## src/hdl/lrcf_pkg.sv

```systemverilog
// ---------------------------------------------------------------------------
// lrcf_pkg
// shared types and constants of the panel fill sequencer
// ---------------------------------------------------------------------------
package lrcf_pkg;

  localparam int unsigned COORD_W  = 16;
  localparam int unsigned RADIUS_W = 7;

  localparam logic [RADIUS_W-1:0] MAX_RADIUS_RST = 7'd127;

  // request codes
  localparam logic [1:0] FUNC_RECT = 2'd0;
  localparam logic [1:0] FUNC_CIRC = 2'd1;
  localparam logic [1:0] FUNC_ADV  = 2'd2;

  // panel commands
  localparam logic [7:0] CMD_CASET = 8'h2A;
  localparam logic [7:0] CMD_RASET = 8'h2B;
  localparam logic [7:0] CMD_RAMWR = 8'h2C;

  typedef enum logic [1:0] {
    JOB_IDLE = 2'd0,
    JOB_RECT = 2'd1,
    JOB_CIRC = 2'd2
  } job_t;

  typedef struct packed {
    logic                start;
    logic [RADIUS_W-1:0] radius;
    logic [RADIUS_W-1:0] row;
  } root_req_t;

  typedef struct packed {
    logic                done;
    logic [RADIUS_W-1:0] half_width;
  } root_sts_t;

endpackage

```

## src/hdl/lrcf_if.sv

```systemverilog
// ---------------------------------------------------------------------------
// lrcf_in_if / lrcf_out_if
// valid/ready channels of the panel fill sequencer
// ---------------------------------------------------------------------------
interface lrcf_in_if;
  logic        valid;
  logic        ready;
  logic [1:0]  func;
  logic [7:0]  pos_x;
  logic [7:0]  pos_y;
  logic [7:0]  rect_width;
  logic [7:0]  rect_height;
  logic [6:0]  radius;
  logic [15:0] fill_color;

  modport source (
    output valid, func, pos_x, pos_y, rect_width, rect_height, radius, fill_color,
    input  ready
  );
  modport sink (
    input  valid, func, pos_x, pos_y, rect_width, rect_height, radius, fill_color,
    output ready
  );
endinterface

interface lrcf_out_if;
  logic       valid;
  logic       ready;
  logic [7:0] out_byte;
  logic       is_data;
  logic       last;

  modport source (
    output valid, out_byte, is_data, last,
    input  ready
  );
  modport sink (
    input  valid, out_byte, is_data, last,
    output ready
  );
endinterface

```

## src/hdl/lrcf_root_unit.sv

```systemverilog
// ---------------------------------------------------------------------------
// lrcf_root_unit
// span half width of one circle row: largest c with (5c-2)^2 <= 25(r^2-i^2),
// found bit by bit over one shared multiplier
// ---------------------------------------------------------------------------
module lrcf_root_unit
  import lrcf_pkg::*;
(
  input  logic      clk,
  input  logic      rst_n,
  input  root_req_t req,
  output root_sts_t sts
);

  typedef enum logic [1:0] {
    S_IDLE,
    S_PROD,
    S_SCALE,
    S_SRCH
  } state_t;

  state_t              st_r, st_nxt;
  logic [14:0]         p_r, p_nxt;
  logic [18:0]         d_r, d_nxt;
  logic [2:0]          bit_r, bit_nxt;
  logic [RADIUS_W-1:0] c_r, c_nxt;
  logic                done_r, done_nxt;

  logic [9:0]          mul_a, mul_b;
  logic [19:0]         prod;
  logic [RADIUS_W-1:0] c_try;
  logic [9:0]          t;

  assign prod  = mul_a * mul_b;
  assign c_try = c_r | (RADIUS_W'(1) << bit_r);
  assign t     = {1'b0, c_try, 2'b00} + {3'b000, c_try} - 10'd2;

  always_comb begin
    st_nxt   = st_r;
    p_nxt    = p_r;
    d_nxt    = d_r;
    bit_nxt  = bit_r;
    c_nxt    = c_r;
    done_nxt = 1'b0;
    mul_a    = t;
    mul_b    = t;
    unique case (st_r)
      S_IDLE: begin
        if (req.start) begin
          st_nxt = S_PROD;
        end
      end
      S_PROD: begin
        mul_a  = 10'({1'b0, req.radius} + {1'b0, req.row});
        mul_b  = 10'(req.radius - req.row);
        p_nxt  = prod[14:0];
        st_nxt = S_SCALE;
      end
      S_SCALE: begin
        d_nxt   = {p_r, 4'b0000} + {1'b0, p_r, 3'b000} + {4'b0000, p_r};
        bit_nxt = 3'd6;
        c_nxt   = '0;
        st_nxt  = S_SRCH;
      end
      S_SRCH: begin
        if (prod <= {1'b0, d_r}) begin
          c_nxt = c_try;
        end
        bit_nxt = bit_r - 3'd1;
        if (bit_r == 3'd0) begin
          done_nxt = 1'b1;
          st_nxt   = S_IDLE;
        end
      end
      default: st_nxt = S_IDLE;
    endcase
  end

  always_ff @(posedge clk) begin
    if (!rst_n) begin
      st_r   <= S_IDLE;
      done_r <= 1'b0;
      bit_r  <= '0;
      c_r    <= '0;
    end else begin
      st_r   <= st_nxt;
      done_r <= done_nxt;
      bit_r  <= bit_nxt;
      c_r    <= c_nxt;
    end
    p_r <= p_nxt;
    d_r <= d_nxt;
  end

  assign sts.done       = done_r;
  assign sts.half_width = c_r;

endmodule

```

## src/hdl/lcd_rect_circle_fill_sequencer_core.sv

```systemverilog
// ---------------------------------------------------------------------------
// lcd_rect_circle_fill_sequencer_core
// panel byte sequencer for rectangle and filled-circle fills
// ---------------------------------------------------------------------------
// in_chan carries requests: a rectangle or circle start, if idle, latches its
// operands, returns nothing; an advance in a fill returns one panel byte on
// out_chan with its command/data flag and a last flag on the final byte.
// every window opens with 0x2A and the column pair, 0x2B and the row pair,
// then 0x2C, followed by RGB565 pixels sent high byte first.
// cfg_we/cfg_wdata write max_radius; larger or zero radii are dropped.
// a byte shows on out_chan in the cycle after its advance request is taken;
// while the receiver keeps up, one request per cycle is accepted.
// each circle row needs its span half width from the root unit (one multiply,
// one scale, seven search steps on one multiplier); while it is worked out,
// after a circle start and after the last byte of each row's lower span but
// the last row's, in_chan.ready is low.
// when out_chan stalls, the held byte stays and in_chan.ready drops.
// reset (rst_n low, synchronous) leaves the block idle, max_radius at 127.
// ---------------------------------------------------------------------------
module lcd_rect_circle_fill_sequencer_core
  import lrcf_pkg::*;
(
  input  logic                clk,
  input  logic                rst_n,
  lrcf_in_if.sink             in_chan,
  lrcf_out_if.source          out_chan,
  input  logic                cfg_we,
  input  logic [RADIUS_W-1:0] cfg_wdata
);

  localparam logic [3:0] PH_CASET  = 4'd0;
  localparam logic [3:0] PH_XS_HI  = 4'd1;
  localparam logic [3:0] PH_XS_LO  = 4'd2;
  localparam logic [3:0] PH_XE_HI  = 4'd3;
  localparam logic [3:0] PH_XE_LO  = 4'd4;
  localparam logic [3:0] PH_RASET  = 4'd5;
  localparam logic [3:0] PH_YS_HI  = 4'd6;
  localparam logic [3:0] PH_YS_LO  = 4'd7;
  localparam logic [3:0] PH_YE_HI  = 4'd8;
  localparam logic [3:0] PH_YE_LO  = 4'd9;
  localparam logic [3:0] PH_RAMWR  = 4'd10;
  localparam logic [3:0] PH_PIXELS = 4'd11;

  typedef enum logic {
    S_RUN,
    S_ROOT
  } state_t;

  state_t              state_r, state_nxt;
  job_t                job_r, job_nxt;
  logic [3:0]          phase_r, phase_nxt;
  logic [RADIUS_W-1:0] row_r, row_nxt;
  logic                lower_r, lower_nxt;
  logic [RADIUS_W-1:0] hw_r, hw_nxt;
  logic [COORD_W-1:0]  pix_r, pix_nxt;
  logic                lowb_r, lowb_nxt;
  logic [7:0]          x_r, x_nxt;
  logic [7:0]          y_r, y_nxt;
  logic [7:0]          w_r, w_nxt;
  logic [7:0]          h_r, h_nxt;
  logic [RADIUS_W-1:0] r_r, r_nxt;
  logic [15:0]         color_r, color_nxt;
  logic [RADIUS_W-1:0] max_r_r, max_r_nxt;
  logic                root_start_r, root_start_nxt;
  logic                out_valid_r, out_valid_nxt;
  logic [7:0]          out_byte_r, out_byte_nxt;
  logic                out_data_r, out_data_nxt;
  logic                out_last_r, out_last_nxt;

  logic                in_ready, in_acc, out_acc;
  logic                win_done;
  logic [COORD_W-1:0]  wx, wy, ww, wh, c1, c2, r2, pix_dec, span_pix;
  logic [RADIUS_W-1:0] row_inc;
  root_req_t           root_req;
  root_sts_t           root_sts;

  assign root_req.start  = root_start_r;
  assign root_req.radius = r_r;
  assign root_req.row    = row_r;

  lrcf_root_unit u_root (
    .clk   (clk),
    .rst_n (rst_n),
    .req   (root_req),
    .sts   (root_sts)
  );

  assign in_ready = (state_r == S_RUN) && (!out_valid_r || out_chan.ready);
  assign in_acc   = in_chan.valid && in_ready;
  assign out_acc  = out_valid_r && out_chan.ready;

  assign wx = (job_r == JOB_RECT) ? {8'h00, x_r}
                                  : {8'h00, x_r} - {9'h000, hw_r};
  assign wy = (job_r == JOB_RECT) ? {8'h00, y_r}
            : lower_r ? {8'h00, y_r} + {9'h000, row_r}
                      : {8'h00, y_r} - {9'h000, row_r};
  assign ww = (job_r == JOB_RECT) ? {8'h00, w_r} : {8'h00, hw_r, 1'b0};
  assign wh = (job_r == JOB_RECT) ? {8'h00, h_r} : 16'd1;
  assign c1 = wx + 16'd1;
  assign c2 = wx + ww;
  assign r2 = wy + wh;

  assign pix_dec  = pix_r - 16'd1;
  assign row_inc  = row_r + RADIUS_W'(1);
  assign span_pix = {8'h00, hw_r, 1'b0};

  always_comb begin
    state_nxt      = state_r;
    job_nxt        = job_r;
    phase_nxt      = phase_r;
    row_nxt        = row_r;
    lower_nxt      = lower_r;
    hw_nxt         = hw_r;
    pix_nxt        = pix_r;
    lowb_nxt       = lowb_r;
    x_nxt          = x_r;
    y_nxt          = y_r;
    w_nxt          = w_r;
    h_nxt          = h_r;
    r_nxt          = r_r;
    color_nxt      = color_r;
    max_r_nxt      = cfg_we ? cfg_wdata : max_r_r;
    root_start_nxt = 1'b0;
    out_valid_nxt  = out_valid_r && !out_acc;
    out_byte_nxt   = out_byte_r;
    out_data_nxt   = out_data_r;
    out_last_nxt   = out_last_r;
    win_done       = 1'b0;

    if (state_r == S_ROOT && root_sts.done) begin
      hw_nxt    = root_sts.half_width;
      lower_nxt = 1'b0;
      phase_nxt = PH_CASET;
      lowb_nxt  = 1'b0;
      pix_nxt   = {8'h00, root_sts.half_width, 1'b0};
      state_nxt = S_RUN;
    end

    if (in_acc) begin
      unique case (in_chan.func)
        FUNC_RECT, FUNC_CIRC: begin
          if (job_r == JOB_IDLE) begin
            x_nxt     = in_chan.pos_x;
            y_nxt     = in_chan.pos_y;
            color_nxt = in_chan.fill_color;
            if (in_chan.func == FUNC_RECT) begin
              w_nxt     = in_chan.rect_width;
              h_nxt     = in_chan.rect_height;
              job_nxt   = JOB_RECT;
              phase_nxt = PH_CASET;
              lowb_nxt  = 1'b0;
              pix_nxt   = {8'h00, in_chan.rect_width} * {8'h00, in_chan.rect_height};
            end else if (in_chan.radius != '0 && in_chan.radius <= max_r_r) begin
              r_nxt          = in_chan.radius;
              job_nxt        = JOB_CIRC;
              row_nxt        = '0;
              state_nxt      = S_ROOT;
              root_start_nxt = 1'b1;
            end
          end
        end
        FUNC_ADV: begin
          if (job_r != JOB_IDLE) begin
            out_valid_nxt = 1'b1;
            out_data_nxt  = 1'b1;
            out_last_nxt  = 1'b0;
            if (phase_r < PH_PIXELS) begin
              phase_nxt = phase_r + 4'd1;
              unique case (phase_r)
                PH_CASET: begin
                  out_byte_nxt = CMD_CASET;
                  out_data_nxt = 1'b0;
                end
                PH_XS_HI: out_byte_nxt = c1[15:8];
                PH_XS_LO: out_byte_nxt = c1[7:0];
                PH_XE_HI: out_byte_nxt = c2[15:8];
                PH_XE_LO: out_byte_nxt = c2[7:0];
                PH_RASET: begin
                  out_byte_nxt = CMD_RASET;
                  out_data_nxt = 1'b0;
                end
                PH_YS_HI: out_byte_nxt = wy[15:8];
                PH_YS_LO: out_byte_nxt = wy[7:0];
                PH_YE_HI: out_byte_nxt = r2[15:8];
                PH_YE_LO: out_byte_nxt = r2[7:0];
                default: begin
                  out_byte_nxt = CMD_RAMWR;
                  out_data_nxt = 1'b0;
                end
              endcase
              if (phase_r == PH_RAMWR && pix_r == '0) begin
                win_done = 1'b1;
              end
            end else if (!lowb_r) begin
              out_byte_nxt = color_r[15:8];
              lowb_nxt     = 1'b1;
            end else begin
              out_byte_nxt = color_r[7:0];
              lowb_nxt     = 1'b0;
              pix_nxt      = pix_dec;
              if (pix_dec == '0) begin
                win_done = 1'b1;
              end
            end

            if (win_done) begin
              priority if (job_r == JOB_CIRC && !lower_r) begin
                lower_nxt = 1'b1;
                phase_nxt = PH_CASET;
                lowb_nxt  = 1'b0;
                pix_nxt   = span_pix;
              end else if (job_r == JOB_CIRC && row_inc < r_r) begin
                row_nxt        = row_inc;
                state_nxt      = S_ROOT;
                root_start_nxt = 1'b1;
              end else begin
                job_nxt      = JOB_IDLE;
                phase_nxt    = PH_CASET;
                out_last_nxt = 1'b1;
              end
            end
          end
        end
        default: ;
      endcase
    end
  end

  always_ff @(posedge clk) begin
    if (!rst_n) begin
      state_r      <= S_RUN;
      job_r        <= JOB_IDLE;
      phase_r      <= PH_CASET;
      row_r        <= '0;
      lower_r      <= 1'b0;
      hw_r         <= '0;
      pix_r        <= '0;
      lowb_r       <= 1'b0;
      x_r          <= '0;
      y_r          <= '0;
      w_r          <= '0;
      h_r          <= '0;
      r_r          <= '0;
      color_r      <= '0;
      max_r_r      <= MAX_RADIUS_RST;
      root_start_r <= 1'b0;
      out_valid_r  <= 1'b0;
    end else begin
      state_r      <= state_nxt;
      job_r        <= job_nxt;
      phase_r      <= phase_nxt;
      row_r        <= row_nxt;
      lower_r      <= lower_nxt;
      hw_r         <= hw_nxt;
      pix_r        <= pix_nxt;
      lowb_r       <= lowb_nxt;
      x_r          <= x_nxt;
      y_r          <= y_nxt;
      w_r          <= w_nxt;
      h_r          <= h_nxt;
      r_r          <= r_nxt;
      color_r      <= color_nxt;
      max_r_r      <= max_r_nxt;
      root_start_r <= root_start_nxt;
      out_valid_r  <= out_valid_nxt;
    end
    out_byte_r <= out_byte_nxt;
    out_data_r <= out_data_nxt;
    out_last_r <= out_last_nxt;
  end

  assign in_chan.ready     = in_ready;
  assign out_chan.valid    = out_valid_r;
  assign out_chan.out_byte = out_byte_r;
  assign out_chan.is_data  = out_data_r;
  assign out_chan.last     = out_last_r;

endmodule

```

## src/flat_wrapper.sv

```systemverilog
// flat-port wrapper written by rule: the top's interface ports become plain ports
module lcd_rect_circle_fill_sequencer_core_flat import lrcf_pkg::*;
  (clk, rst_n, cfg_we, cfg_wdata, in_chan_valid, in_chan_func, in_chan_pos_x, in_chan_pos_y, in_chan_rect_width, in_chan_rect_height, in_chan_radius, in_chan_fill_color, in_chan_ready, out_chan_valid, out_chan_out_byte, out_chan_is_data, out_chan_last, out_chan_ready);
  lrcf_in_if in_chan_i ();
  lrcf_out_if out_chan_i ();
  input  logic clk;
  input  logic rst_n;
  input  logic cfg_we;
  input  logic [RADIUS_W-1:0] cfg_wdata;
  input wire logic [$bits(in_chan_i.valid)-1:0] in_chan_valid;
  input wire logic [$bits(in_chan_i.func)-1:0] in_chan_func;
  input wire logic [$bits(in_chan_i.pos_x)-1:0] in_chan_pos_x;
  input wire logic [$bits(in_chan_i.pos_y)-1:0] in_chan_pos_y;
  input wire logic [$bits(in_chan_i.rect_width)-1:0] in_chan_rect_width;
  input wire logic [$bits(in_chan_i.rect_height)-1:0] in_chan_rect_height;
  input wire logic [$bits(in_chan_i.radius)-1:0] in_chan_radius;
  input wire logic [$bits(in_chan_i.fill_color)-1:0] in_chan_fill_color;
  output wire logic [$bits(in_chan_i.ready)-1:0] in_chan_ready;
  output wire logic [$bits(out_chan_i.valid)-1:0] out_chan_valid;
  output wire logic [$bits(out_chan_i.out_byte)-1:0] out_chan_out_byte;
  output wire logic [$bits(out_chan_i.is_data)-1:0] out_chan_is_data;
  output wire logic [$bits(out_chan_i.last)-1:0] out_chan_last;
  input wire logic [$bits(out_chan_i.ready)-1:0] out_chan_ready;
  assign in_chan_i.valid = in_chan_valid;
  assign in_chan_i.func = in_chan_func;
  assign in_chan_i.pos_x = in_chan_pos_x;
  assign in_chan_i.pos_y = in_chan_pos_y;
  assign in_chan_i.rect_width = in_chan_rect_width;
  assign in_chan_i.rect_height = in_chan_rect_height;
  assign in_chan_i.radius = in_chan_radius;
  assign in_chan_i.fill_color = in_chan_fill_color;
  assign in_chan_ready = in_chan_i.ready;
  assign out_chan_valid = out_chan_i.valid;
  assign out_chan_out_byte = out_chan_i.out_byte;
  assign out_chan_is_data = out_chan_i.is_data;
  assign out_chan_last = out_chan_i.last;
  assign out_chan_i.ready = out_chan_ready;
  lcd_rect_circle_fill_sequencer_core u_core (.clk(clk), .rst_n(rst_n), .in_chan(in_chan_i), .out_chan(out_chan_i), .cfg_we(cfg_we), .cfg_wdata(cfg_wdata));
endmodule
```

## config.mk

```make
export PLATFORM = sky130hd
export DESIGN_NAME = lcd_rect_circle_fill_sequencer_core_flat
export DESIGN_NICKNAME = d
export VERILOG_FILES = /design/src/hdl/lrcf_pkg.sv /design/src/hdl/lrcf_if.sv /design/src/hdl/lrcf_root_unit.sv /design/src/hdl/lcd_rect_circle_fill_sequencer_core.sv /design/src/flat_wrapper.sv
export SDC_FILE = /design/constraint.sdc
export NUM_CORES = 1
export LEC_CHECK = 0
export BUFFER_PORTS_ARGS = -buffer_cell sky130_fd_sc_hd__clkbuf_2
export CORE_MARGIN = 5
export CORE_UTILIZATION = 66
export DETAILED_ROUTE_END_ITERATION = 8
export GPL_TIMING_DRIVEN = 0
export PLACE_DENSITY_LB_ADDON = 0.12
export SLEW_MARGIN = 20
export SYNTH_ARGS = -nofsm -noshare
export SYNTH_HDL_FRONTEND = slang
export SYNTH_HIERARCHICAL = 1
export SYNTH_SLANG_ARGS = --single-unit
```

## constraint.sdc

```tcl
create_clock -name clk -period 12.7 [get_ports clk]
set_input_delay 0.635 -clock clk [delete_from_list [all_inputs] [get_ports clk]]
set_output_delay 0.635 -clock clk [all_outputs]
set_load 0.05 [all_outputs]
```

Word-level counts from Yosys, hierarchy flattened. Index checks and enable logic that the tools add are counted.

$add $sub $neg: 16. Multiply operators: 2. Order comparisons: 4. Equality and inequality tests: 29. Shift-type cells: 1. Multiplexer cells: 99. Bitwise logic cells: 4. Reduce and logical (&&, ||, !) cells: 37.

Operators by type and width (count): $mux 16 (12); $pmux 8 s10 (1); $mux 7 (8); $mux 1 (44); $mux 4 (9); $add 16x16->16 (2); $logic_not 16->1 (2); $mux 8 (4); $pmux 16 s2 (1); $pmux 7 s2 (2); $le 20x19->1 (1); $mul 10x10->20 (1); $mux 10 (2); $add 19x15->19 (1); $add 19x18->19 (1); $mux 2 (9); $sub 8x7->9 (2); $add 16x1->16 const B (1); $eq 4x3->1 const B (4); $mul 8x8->16 (1); $sub 16x1->16 const B (1); $eq 4x4->1 const B (3); $ne 2x1->1 const B (6); $add 9x7->10 (1); other kinds (40) (73).

Bits in registers: 160. Output and inout port bits: 12.

Logic depth before layout (Yosys ltp). Gate-level depths: netlist of the first run.

Depth in word-level cells: 12. Depth in mapped cells: 38. Depth with buffers taken out: 37.

By module. Netlist of the first run, hierarchy kept.

Modules (own cells, without submodules): lcd_rect_circle_fill_sequencer_core (instances 1, cells an instance 1335, area each 10531.4 µm²); lrcf_root_unit (instances 1, cells an instance 860, area each 7790.0 µm²).

Worst setup path before layout of the first run. No wires, ideal clock.

Path type: register to register. Start: register u_core.u_root.bit_r[0]. End: register u_core.u_root.c_r[0]. Setup time: 144 ps. Data arrival time: 8343 ps. Required time: 12556 ps. Path slack: 4213 ps. Stages on the path, launching flop included: 38. Path buffers: 0. Period minus slack after synthesis: 8487 ps. Cells stage by stage: dfxtp_1 > inv_1 > ha_1 > nor2_1 > o21ai_0 > nand3_1 > ha_1 > fa_1 > a21o_1 > a21oi_1 > xnor2_1 > nor2_1 > nor2_1 > nand2_1 > fa_1 > inv_1 > fa_1 > inv_1 > [2 not listed] > fa_1 > inv_1 > fa_1 > inv_1 > ha_1 > a2111oi_0 > o21ai_0 > a311oi_1 > o21bai_1 > a21oi_1 > xnor2_1 > ha_1 > a21oi_1 > o21ai_0 > nand2b_1 > a31oi_1 > a211oi_1 > o31ai_1.

Word-level cells in the longest chain between the ends: 9. Elaborated cells between the ends (all ways): 12. Those cells by class: add/sub: 2; mul: 1; order compare: 1; eq/ne: 1; shift: 1; mux: 4; bitwise: 1; reduce/logical: 1.

RTL lines: from (decl) (RTL line lrcf_root_unit.sv:25) `logic [2:0] bit_r, bit_nxt;`; from (signal assigned) (RTL line lrcf_root_unit.sv:88) `bit_r <= bit_nxt;`; $shl 1x3->7 * (RTL line lrcf_root_unit.sv:35) `assign c_try = c_r | (RADIUS_W'(1) << bit_r);`; $or 7x7->7 * (RTL line lrcf_root_unit.sv:35); $add 9x7->10 * (RTL line lrcf_root_unit.sv:36) `assign t = {1'b0, c_try, 2'b00} + {3'b000, c_try} - 10'd2;`; $sub 10x2->10 * (RTL line lrcf_root_unit.sv:36); $mux 10 (RTL line lrcf_root_unit.sv:47) `unique case (st_r)`; $mul 10x10->20 * (RTL line lrcf_root_unit.sv:34) `assign prod = mul_a * mul_b;`; net u_core.u_root.prod[13] (RTL line lrcf_root_unit.sv:30) `logic [19:0] prod;`; $le 20x19->1 * (RTL line lrcf_root_unit.sv:66) `if (prod <= {1'b0, d_r}) begin`; $ne 2x2->1 (no source line) *; $reduce_and 2->1 (no source line) *; to (signal assigned) (RTL line lrcf_root_unit.sv:89) `c_r <= c_nxt;`; to (decl) (RTL line lrcf_root_unit.sv:26) `logic [RADIUS_W-1:0] c_r, c_nxt;`.

The timed path passes the listed nets; every way through them passes the cells marked *. The select of a mux whose other input is x is not followed. A chain may end at the register's enable or synchronous reset.

Worst setup path in the final report of the first run. Same ends and word-level chain as after synthesis.

==> run summary, run 1 <==
initial antenna violation count - 0
post-detailed-route wirelength per cell - 19.4 µm
Reg2Reg Depth - 37
n_diodes - 0
Synth area leaders - ha_1 (15%), fa_1 (13%), dfxtp_1 (13%), edfxtp_1 (7.2%), nand2_1 (5.2%)
top-count cell post-synth - nand2_1
setup TNS - 0 ns
vias per cell - 6.24
first-pass GRT wire length - 82.2 mm
Max-Cap Viols - 0
top_reg_cell synth - dfxtp_1
RR Endpoint - u_core/u_root/c_r[0]$_SDFFE_PN0P_
clock skew - 0.00880 ns
clk root buf - clkbuf_16
synthesized area per cell - 8.35 µm²
fmax - 97.5 MHz
GRT busiest layer - met1
core area - 27600 µm²
Yosys top cell by area - ha_1
Synth Cell Area - 18300 µm²
layout cell share with drive strength beyond 1 - 8.33%
Finished Cell Area - 19800 µm²
sequential share of the synthesized area - 19.9%
Slew Viols, Final - 0
Die Footprint - 31200 µm²
status - completed
Via Count - 16744
post_cts resized - 0
maximum number of pins on one net before global-route repair - 24
vias in the first global route - 15766
DRT Pass-1 Iters - 5
CP Capture Type - flop
final routed DRC violation total - 0
Worst Hold Path EP - u_core/y_r[5]$_SDFFE_PN0P_
Worst Hold Class - input pin to flop
Setup crit start kind - flop
EDFF count, synth - 44
total grt overflow - 0
Final GP Congestion - 0.968
Synth Net Count - 2603
worst path required time - 12.98 ns
# setup viols final - 0
synth cell count leaders - nand2_1 (254), inv_1 (243), ha_1 (221), a21oi_1 (177), nor2_1 (152)
Final #Nets - 2701
die width - 177 µm
Post-Syn Instances - 2195
H-tree depth - 4
area of the multi-input gates - 13300 µm²
kind of critical path - flop to flop
num rows - 61
crit share post-route - 80.7%
worst skew pair latency - 0.44 ns
gr usage total - 32.9%
met2 Resource Use GR - 49.1%
drt total wl - 52.1 mm
Final Hold Viols - 0
CP bufs+invs - 6
Final HPWL DP - 41.7 mm
asr flop ratio synth - 0%
area grow syn2layout - 8.04%
Slowest cell on crit path - a211oi_1
Worst R2R Setup Slack - 2.45 ns
YS warnings - 6
max incr delay on CP - 0.90 ns
Clock Pin Slew Worst Setup and Hold Paths - 0.07 ns
cell count of the worst hold path - 3
delay-heaviest family, CP - adder cells
fillers - 2322
buffers added on ports - 79
critical path peak fanout - 7
CTS buffer count - 17
Antenna Nets Post-Route - 0
Slew HR - 22.5%
I/O Pins - 81
synthesis-stage register bit count - 160
CTS sink cnt - 160
Placement Cell Area - 19200 µm²
Die Height - 177 µm
initial drt markers - 1695
RR Startpoint - u_core/u_root/bit_r[0]$_SDFFE_PN0P_
register area - 3640 µm²
Hold Buf Count CTS - 0
met3 usage - 6.45%
CP arrival - 10.54 ns
grt met1 use - 49.7%
Synth top area share - 15.1%
Initial Util - 66.3%
RSZ-0062 raised after global routing - false
Least-Margin Pin Slew - 1.16 ns
worst hold start - in_chan_pos_y[5]
minimum clock period - 10.25 ns
setup repair bufs after CTS - 0
post-synth cell types - 103
Max Root-Sink Buffers - 2
CTS tree - built
layout make-up:
class / instances / area share [%]
Sequential cell: 160 / 18.4
Clock buffer: 17 / 2.15
Buffer: 75 / 2.09
Multi-Input combinational cell: 1713 / 67.4
Tap cell: 378 / 2.39
Inverter: 247 / 4.68
Timing Repair Buffer: 79 / 2.00
Clock inverter: 15 / 0.872
kinds of logic after synthesis:
logic type / share of synthesized area, %
DFF: 19.9
adders and majority gates: 28.0
and+or+nand+nor: 19.7
muxes: 1.67
AOI/OAI and AO/OA: 19.6
buffers and inverters: 7.31
xor gates and xnor gates: 3.82
registers in the layout, summed over array words and instances (netlist names), 8 cells and up:
signal / count
u_core/y_r: 8
u_core/pix_r: 16
u_core/color_r: 16
u_core/h_r: 8
u_core/u_root/d_r: 19
u_core/w_r: 8
u_core/x_r: 8
u_core/out_chan.out_byte: 8
u_core/u_root/p_r: 15
tightest hold or removal path: stages:
cell      delay (ns)
clkbuf_2        0.08
nand2_1         0.04
a21oi_1         0.05
placed cells by master (no fill, tap or decap), types with 10 or more instances in the layout:
cell       netlist  layout
a211oi_1        25      25
a21o_1          29      29
a21oi_1        177     177
a31oi_1         14      14
and2_1          70      70
and3_1          23      23
clkbuf_1        46      46
clkbuf_16        0      17
clkbuf_2         0      79
dfxtp_1        116     116
edfxtp_1        44      44
fa_1           118     118
ha_1           221     221
inv_1          243     243
mux2i_1         26      26
nand2_1        254     254
nand2b_1        22      22
nand3_1         46      46
nand4_1         15      15
nor2_1         152     151
nor2b_1         26      26
nor3_1          42      41
o211ai_1        16      16
o21a_1          23      23
o21ai_0         84      84
o21bai_1        16      16
o31ai_1         12      12
o41ai_1         10      10
or2_2           10      10
xnor2_1         55      55
xor2_1          23      23
worst max-delay path by stage:
stage	cells past startpoint	to	from	slack [ns]
after floorplan	37	u_core/u_root/c_r[0]$_SDFFE_PN0P_	u_core/u_root/bit_r[0]$_SDFFE_PN0P_	4.21
after global placement	37	u_core/u_root/c_r[0]$_SDFFE_PN0P_	u_core/u_root/bit_r[0]$_SDFFE_PN0P_	2.76
after detailed placement	37	u_core/u_root/c_r[0]$_SDFFE_PN0P_	u_core/u_root/bit_r[0]$_SDFFE_PN0P_	2.61
after CTS	37	u_core/u_root/c_r[0]$_SDFFE_PN0P_	u_core/u_root/bit_r[0]$_SDFFE_PN0P_	2.57
after global routing	37	u_core/u_root/c_r[2]$_SDFFE_PN0P_	u_core/u_root/bit_r[0]$_SDFFE_PN0P_	1.68
final	37	u_core/u_root/c_r[0]$_SDFFE_PN0P_	u_core/u_root/bit_r[0]$_SDFFE_PN0P_	2.45
through the flow:
| stage | setup slack, ns | hold WS, ns | utilization, % | instances |
|---|---|---|---|---|
| 2_1_floorplan | 4.21 | 0.431 | - | 2195 |
| 3_3_place_gp | 2.76 | 0.440 | 69.5 | 2652 |
| 3_5_place_dp | 2.61 | 0.446 | 69.5 | 2652 |
| 4_1_cts | 2.57 | 0.402 | 71.6 | 2684 |
| 5_1_grt | 1.68 | 0.416 | 71.6 | 2684 |
| 6_report | 2.45 | 0.409 | 71.6 | 2684 |
layer usage:
metal	routed length, µm	share of wire [%]
met3	5130	9.9
met4	908	1.7
met5	0	0
met1	23800	46
met2	22200	43
Power of run 1 is not shown: default switching activity piles up to over one toggle a cycle in this logic, so the estimate is an artifact.
==> inputs of run 2 (changes only) <==
--- a/config.mk
+++ b/config.mk
@@ -7,7 +7,7 @@
 export LEC_CHECK = 0
 export BUFFER_PORTS_ARGS = -buffer_cell sky130_fd_sc_hd__clkbuf_2
 export CORE_MARGIN = 5
-export CORE_UTILIZATION = 66
+export CORE_UTILIZATION = 64
 export DETAILED_ROUTE_END_ITERATION = 8
 export GPL_TIMING_DRIVEN = 0
 export PLACE_DENSITY_LB_ADDON = 0.12
==> constraint.sdc (replaced) <==
create_clock -name clk -period 10.46 [get_ports clk]
set_input_delay 0.523 -clock clk [delete_from_list [all_inputs] [get_ports clk]]
set_output_delay 0.523 -clock clk [all_outputs]
set_load 0.05 [all_outputs]
==> run 2 against run 1 <==
- clock skew rose by 0.0023 ns
- critical path depth shrank 1
- non-clock buffer count stayed put
- sequential cell count is the same
- highest routed layer is now met5
==> run summary, run 2 (synthesized netlist as in run 1, its figures left out) <==
status - completed
Largest regs - u_core/u_root/d_r x19, u_core/color_r x16, u_core/pix_r x16
initial antenna violation count - 0
drt total wl - 51.1 mm
n_diodes - 0
die width - 179 µm
register area - 3640 µm²
Setup crit start kind - flop
worst hold start - in_chan_fill_color[3]
kind of critical path - flop to flop
CTS buffer count - 17
fmax - 102 MHz
vias per cell - 6.12
Slew HR - 28.4%
max reg flops - 19
I/O Pins - 81
CTS tree - built
Die Height - 179 µm
Via Count - 16453
post-detailed-route wirelength per cell - 19.0 µm
critical path peak fanout - 7
commonest non-fill, non-tap cell in the layout - nand2_1
num rows - 62
area of the multi-input gates - 13400 µm²
gr usage total - 32.0%
CP Capture Type - flop
Least-Margin Pin Slew - 1.07 ns
initial drt markers - 1589
area grow syn2layout - 8.15%
# setup viols final - 0
setup repair bufs after CTS - 0
Final Hold Viols - 0
vias in the first global route - 15671
fillers - 2337
core area - 28500 µm²
clk root buf - clkbuf_16
Clock Pin Slew Worst Setup and Hold Paths - 0.07 ns
Max Root-Sink Buffers - 2
Die Footprint - 32100 µm²
Final GP Congestion - 0.966
Slew Viols, Final - 0
Worst Hold Class - input pin to flop
first-pass GRT wire length - 81.8 mm
Final HPWL DP - 40.8 mm
worst path required time - 10.79 ns
Final #Nets - 2701
RSZ-0062 raised after global routing - false
CTS sink cnt - 160
Max-Cap Viols - 0
buffers added on ports - 79
H-tree depth - 4
DRT Pass-1 Iters - 6
max incr delay on CP - 0.56 ns
clock skew - 0.0111 ns
crit share post-route - 94.1%
CP arrival - 10.17 ns
setup TNS - 0 ns
minimum clock period - 9.84 ns
Antenna Nets Post-Route - 0
Initial Util - 64.4%
maximum number of pins on one net before global-route repair - 24
layout cell share with drive strength beyond 1 - 8.41%
largest reg by FF count - u_core/u_root/d_r
RR Startpoint - u_core/u_root/bit_r[0]$_SDFFE_PN0P_
worst skew pair latency - 0.45 ns
most frequent cells in the layout - nand2_1 (254), inv_1 (243), ha_1 (220), a21oi_1 (177), nor2_1 (151)
Worst Setup SP - u_core/u_root/bit_r[0]$_SDFFE_PN0P_
final routed DRC violation total - 0
Slowest cell on crit path - fa_1
total grt overflow - 0
## run 2: cell count changes in the layout (fill, tap and decap cells not counted), sizes merged
| cell | change |
|---|---|
| clkinv | +1 |
| bufinv | -1 |
| inv | +1 |
| clkinvlp | -1 |
## run 2: stage by stage
stage	instance area (µm²)	hold WS [ns]	setup WS (ns)	std cells	util (%)
floorplan	18300	0.431	1.97	2195	-
global placement	19200	0.439	0.416	2658	67.4
detailed placement	19200	0.443	0.275	2658	67.4
CTS	19800	0.280	0.225	2690	69.5
global route	19800	0.286	0.0356	2690	69.6
finish	19800	0.293	0.619	2690	69.6
## run 2: final timing paths
check | endpoint | slack (ns) | cells after the start
worst max register to register | u_core/u_root/c_r[4]$_SDFFE_PN0P_ | 0.62 | 36
worst max-delay path | u_core/u_root/c_r[4]$_SDFFE_PN0P_ | 0.62 | 36
worst min register to register | u_core/h_r[0]$_SDFFE_PN0P_ | 0.45 | 2
worst min-delay path | u_core/color_r[3]$_SDFFE_PN0P_ | 0.29 | 3
## run 2: timing repair
action,in CTS,in global routing
setup endpoints to repair,0,7
gates resized for setup,0,2
hold endpoints to repair,0,0
hold buffers,0,0
## run 2: final cells by class
cell class                      count  share of cell area, %
Clock inverter                     15                  0.846
Buffer                             75                   2.08
Multi-Input combinational cell   1713                   67.4
Tap cell                          384                   2.42
Inverter                          247                   4.68
Clock buffer                       17                   2.15
Sequential cell                   160                   18.4
Timing Repair Buffer               79                   2.00
## run 2: critical path: cells and delay by family (launching register included)
family | cells | cell delay [ns]
compound gates | 12 | 2.92
buf+inv | 6 | 0.42
xor+xnor | 2 | 0.45
flops | 1 | 0.35
fa+ha+maj | 10 | 4.15
simple gates | 6 | 1.43
## run 2: layer usage
layer / global-route usage (%) / wire length (µm) / up-vias
met3: 8.20 / 4880 / 59
met4: 5.33 / 603 / 2
met5: 1.60 / 63 / -
met2: 48.5 / 22300 / 678
li1: - / - / 7863
met1: 47.0 / 23200 / 7851
Power of run 2 is left out for the same reason.
==> inputs of run 3 (changes only) <==
--- a/config.mk
+++ b/config.mk
@@ -6,7 +6,7 @@
 export NUM_CORES = 1
 export LEC_CHECK = 0
 export BUFFER_PORTS_ARGS = -buffer_cell sky130_fd_sc_hd__clkbuf_2
-export CORE_MARGIN = 5
+export CORE_MARGIN = 1.5
 export CORE_UTILIZATION = 64
 export DETAILED_ROUTE_END_ITERATION = 8
 export GPL_TIMING_DRIVEN = 0
@@ -14,5 +14,4 @@
 export SLEW_MARGIN = 20
 export SYNTH_ARGS = -nofsm -noshare
 export SYNTH_HDL_FRONTEND = slang
-export SYNTH_HIERARCHICAL = 1
 export SYNTH_SLANG_ARGS = --single-unit
==> run 3 against run 2 <==
- clock skew grew 0.0043 ns
- fmax grew 0.95%
- worst hold slack lost 0.0065 ns
- synthesized cell count shrank 1.9%
- first-iteration DRC count shrank 25%
- largest cell class unchanged
- die area shrank 11%
- global-route usage grew 2.5 points
- final cell count shrank 3.5%
- core utilization grew 1.1 points
- cell area shrank 3.5%
==> run summary, run 3 <==
CTS sink cnt - 160
Least-Margin Pin Slew - 1.14 ns
Post-Syn Instances - 2154
num rows - 60
fmax - 103 MHz
status - completed
Worst Hold Class - input pin to flop
Die Height - 169 µm
Max-Cap Viols - 0
sequential share of the synthesized area - 20.6%
RSZ-0062 raised after global routing - false
clock skew - 0.0154 ns
Initial Util - 65.5%
synthesis-stage register bit count - 160
Final #Nets - 2646
core area - 27000 µm²
max incr delay on CP - 0.54 ns
synthesized area per cell - 8.21 µm²
Synth top area share - 15.3%
top-count cell post-synth - nand2_1
buffers added on ports - 70
kind of critical path - flop to flop
YS warnings - 0
Die Footprint - 28600 µm²
post-synth cell types - 83
Yosys top cell by area - ha_1
H-tree depth - 4
Final Hold Viols - 0
largest reg by FF count - u_core.u_root.d_r
initial antenna violation count - 0
Final HPWL DP - 38.6 mm
Slew HR - 23.7%
top_reg_cell synth - dfxtp_1
Final GP Congestion - 1.02
fillers - 2246
CP most frequent cell - fa_1
max reg flops - 19
Setup crit start kind - flop
Max Root-Sink Buffers - 2
final routed DRC violation total - 0
CTS tree - built
setup TNS - 0 ns
Synth area leaders - ha_1 (15%), fa_1 (13%), dfxtp_1 (13%), edfxtp_1 (7.5%), nand2_1 (5.4%)
Clock Pin Slew Worst Setup and Hold Paths - 0.07 ns
Slowest cell on crit path - fa_1
layout cell share with drive strength beyond 1 - 6.52%
worst skew pair latency - 0.45 ns
EDFF count, synth - 44
DRT Pass-1 Iters - 7
Slew Viols, Final - 0
CP Capture Type - flop
worst path required time - 10.84 ns
Via Count - 15984
asr flop ratio synth - 0%
total grt overflow - 0
area grow syn2layout - 8.04%
initial drt markers - 1190
CTS buffer count - 17
n_diodes - 0
commonest non-fill, non-tap cell in the layout - nand2_1
minimum clock period - 9.75 ns
Synth Cell Area - 17700 µm²
synth cell count leaders - nand2_1 (253), inv_1 (229), ha_1 (216), a21oi_1 (189), nor2_1 (173)
Worst R2R Setup Slack - 0.71 ns
maximum number of pins on one net before global-route repair - 24
Synth Net Count - 2557
CP arrival - 10.13 ns
crit share post-route - 93.2%
I/O Pins - 81
Largest regs - u_core.u_root.d_r x19, u_core.color_r x16, u_core.pix_r x16
Hold Buf Count CTS - 0
vias in the first global route - 15746
drt total wl - 48.9 mm
clk root buf - clkbuf_16
vias per cell - 6.15
most frequent cells in the layout - nand2_1 (253), inv_1 (229), ha_1 (215), a21oi_1 (188), nor2_1 (173)
gr usage total - 34.5%
# setup viols final - 0
Antenna Nets Post-Route - 0
first-pass GRT wire length - 77.9 mm
die width - 169 µm
post-detailed-route wirelength per cell - 18.8 µm
critical path peak fanout - 10
run 3: cell types whose count changed in the layout (fill, tap and decap cells not counted), sizes merged, moves of 7 or more:
cell | previous run | this run
and3 | 23 | 7
xnor2 | 55 | 65
clkbuf | 143 | 162
o31ai | 12 | 5
o41ai | 10 | 3
nand2b | 22 | 45
buf | 27 | 13
nor2 | 152 | 174
o21a | 23 | 11
and2 | 72 | 49
a211oi | 28 | 20
inv | 253 | 232
xor2 | 24 | 31
or4 | 11 | 3
run 3: critical path, delay by kind of cell (launching register included):
family,cells,cell delay [ns]
DFF,1,0.30
AOI/OAI and AO/OA,11,2.84
and+or+nand+nor,10,1.70
buffers and inverters,6,0.81
xor gates and xnor gates,1,0.09
adders and majority gates,9,3.91
run 3: final cells by class:
| cell class | instances | area [µm²] | area share (%) |
|---|---|---|---|
| multi-input cells | 1681 | 12900 | 67.4 |
| flip-flops and latches | 160 | 3640 | 19.1 |
| inverters | 229 | 860 | 4.50 |
| clock buffers | 21 | 462 | 2.42 |
| well taps | 341 | 427 | 2.23 |
| repair buffers | 70 | 350 | 1.83 |
| plain buffers | 84 | 339 | 1.77 |
| clock inverters | 11 | 155 | 0.812 |
run 3: cell families after synthesis:
| logic type | synth area share [%] |
|---|---|
| xor gates and xnor gates | 4.75 |
| AOI/OAI and AO/OA | 18.2 |
| buffers and inverters | 6.78 |
| muxes | 1.59 |
| adders and majority gates | 28.7 |
| and+or+nand+nor | 19.4 |
| DFF | 20.6 |
run 3: per-stage QoR:
step,setup slack [ns],hold slack (ns),utilization (%),cell area [µm²],std cells
2_1_floorplan,1.62,0.431,-,17700,2154
3_3_place_gp,0.521,0.441,68.3,18500,2565
3_5_place_dp,0.329,0.448,68.3,18500,2565
4_1_cts,0.274,0.275,70.6,19100,2597
5_1_grt,0.111,0.292,70.7,19100,2597
6_report,0.712,0.287,70.7,19100,2597
run 3: worst paths after layout:
kind | end | start | depth (start not counted)
worst max-delay path | u_core.u_root.c_r[3]$_SDFFE_PN0P_ | u_core.u_root.bit_r[2]$_SDFFE_PN0P_ | 37
worst min-delay path | u_core.color_r[5]$_SDFFE_PN0P_ | in_chan_fill_color[5] | 3
worst max register to register | u_core.u_root.c_r[3]$_SDFFE_PN0P_ | u_core.u_root.bit_r[2]$_SDFFE_PN0P_ | 37
worst min register to register | u_core.color_r[7]$_SDFFE_PN0P_ | u_core.color_r[7]$_SDFFE_PN0P_ | 2
run 3: layer usage:
layer  GRT usage [%]  routed length, µm  vias to the layer above
li1                -                  -                     7614
met1            40.8              19500                     7600
met2            60.7              24000                      628
met3            5.22               3190                      142
met4            18.0               2210                        0
met5               0                  0                        -
run 3: timing repair:
item	4_1_cts	5_1_grt
gates resized for setup	0	5
setup endpoints to repair	0	7
setup buffers	0	0
Power of run 3 is left out for the same reason.
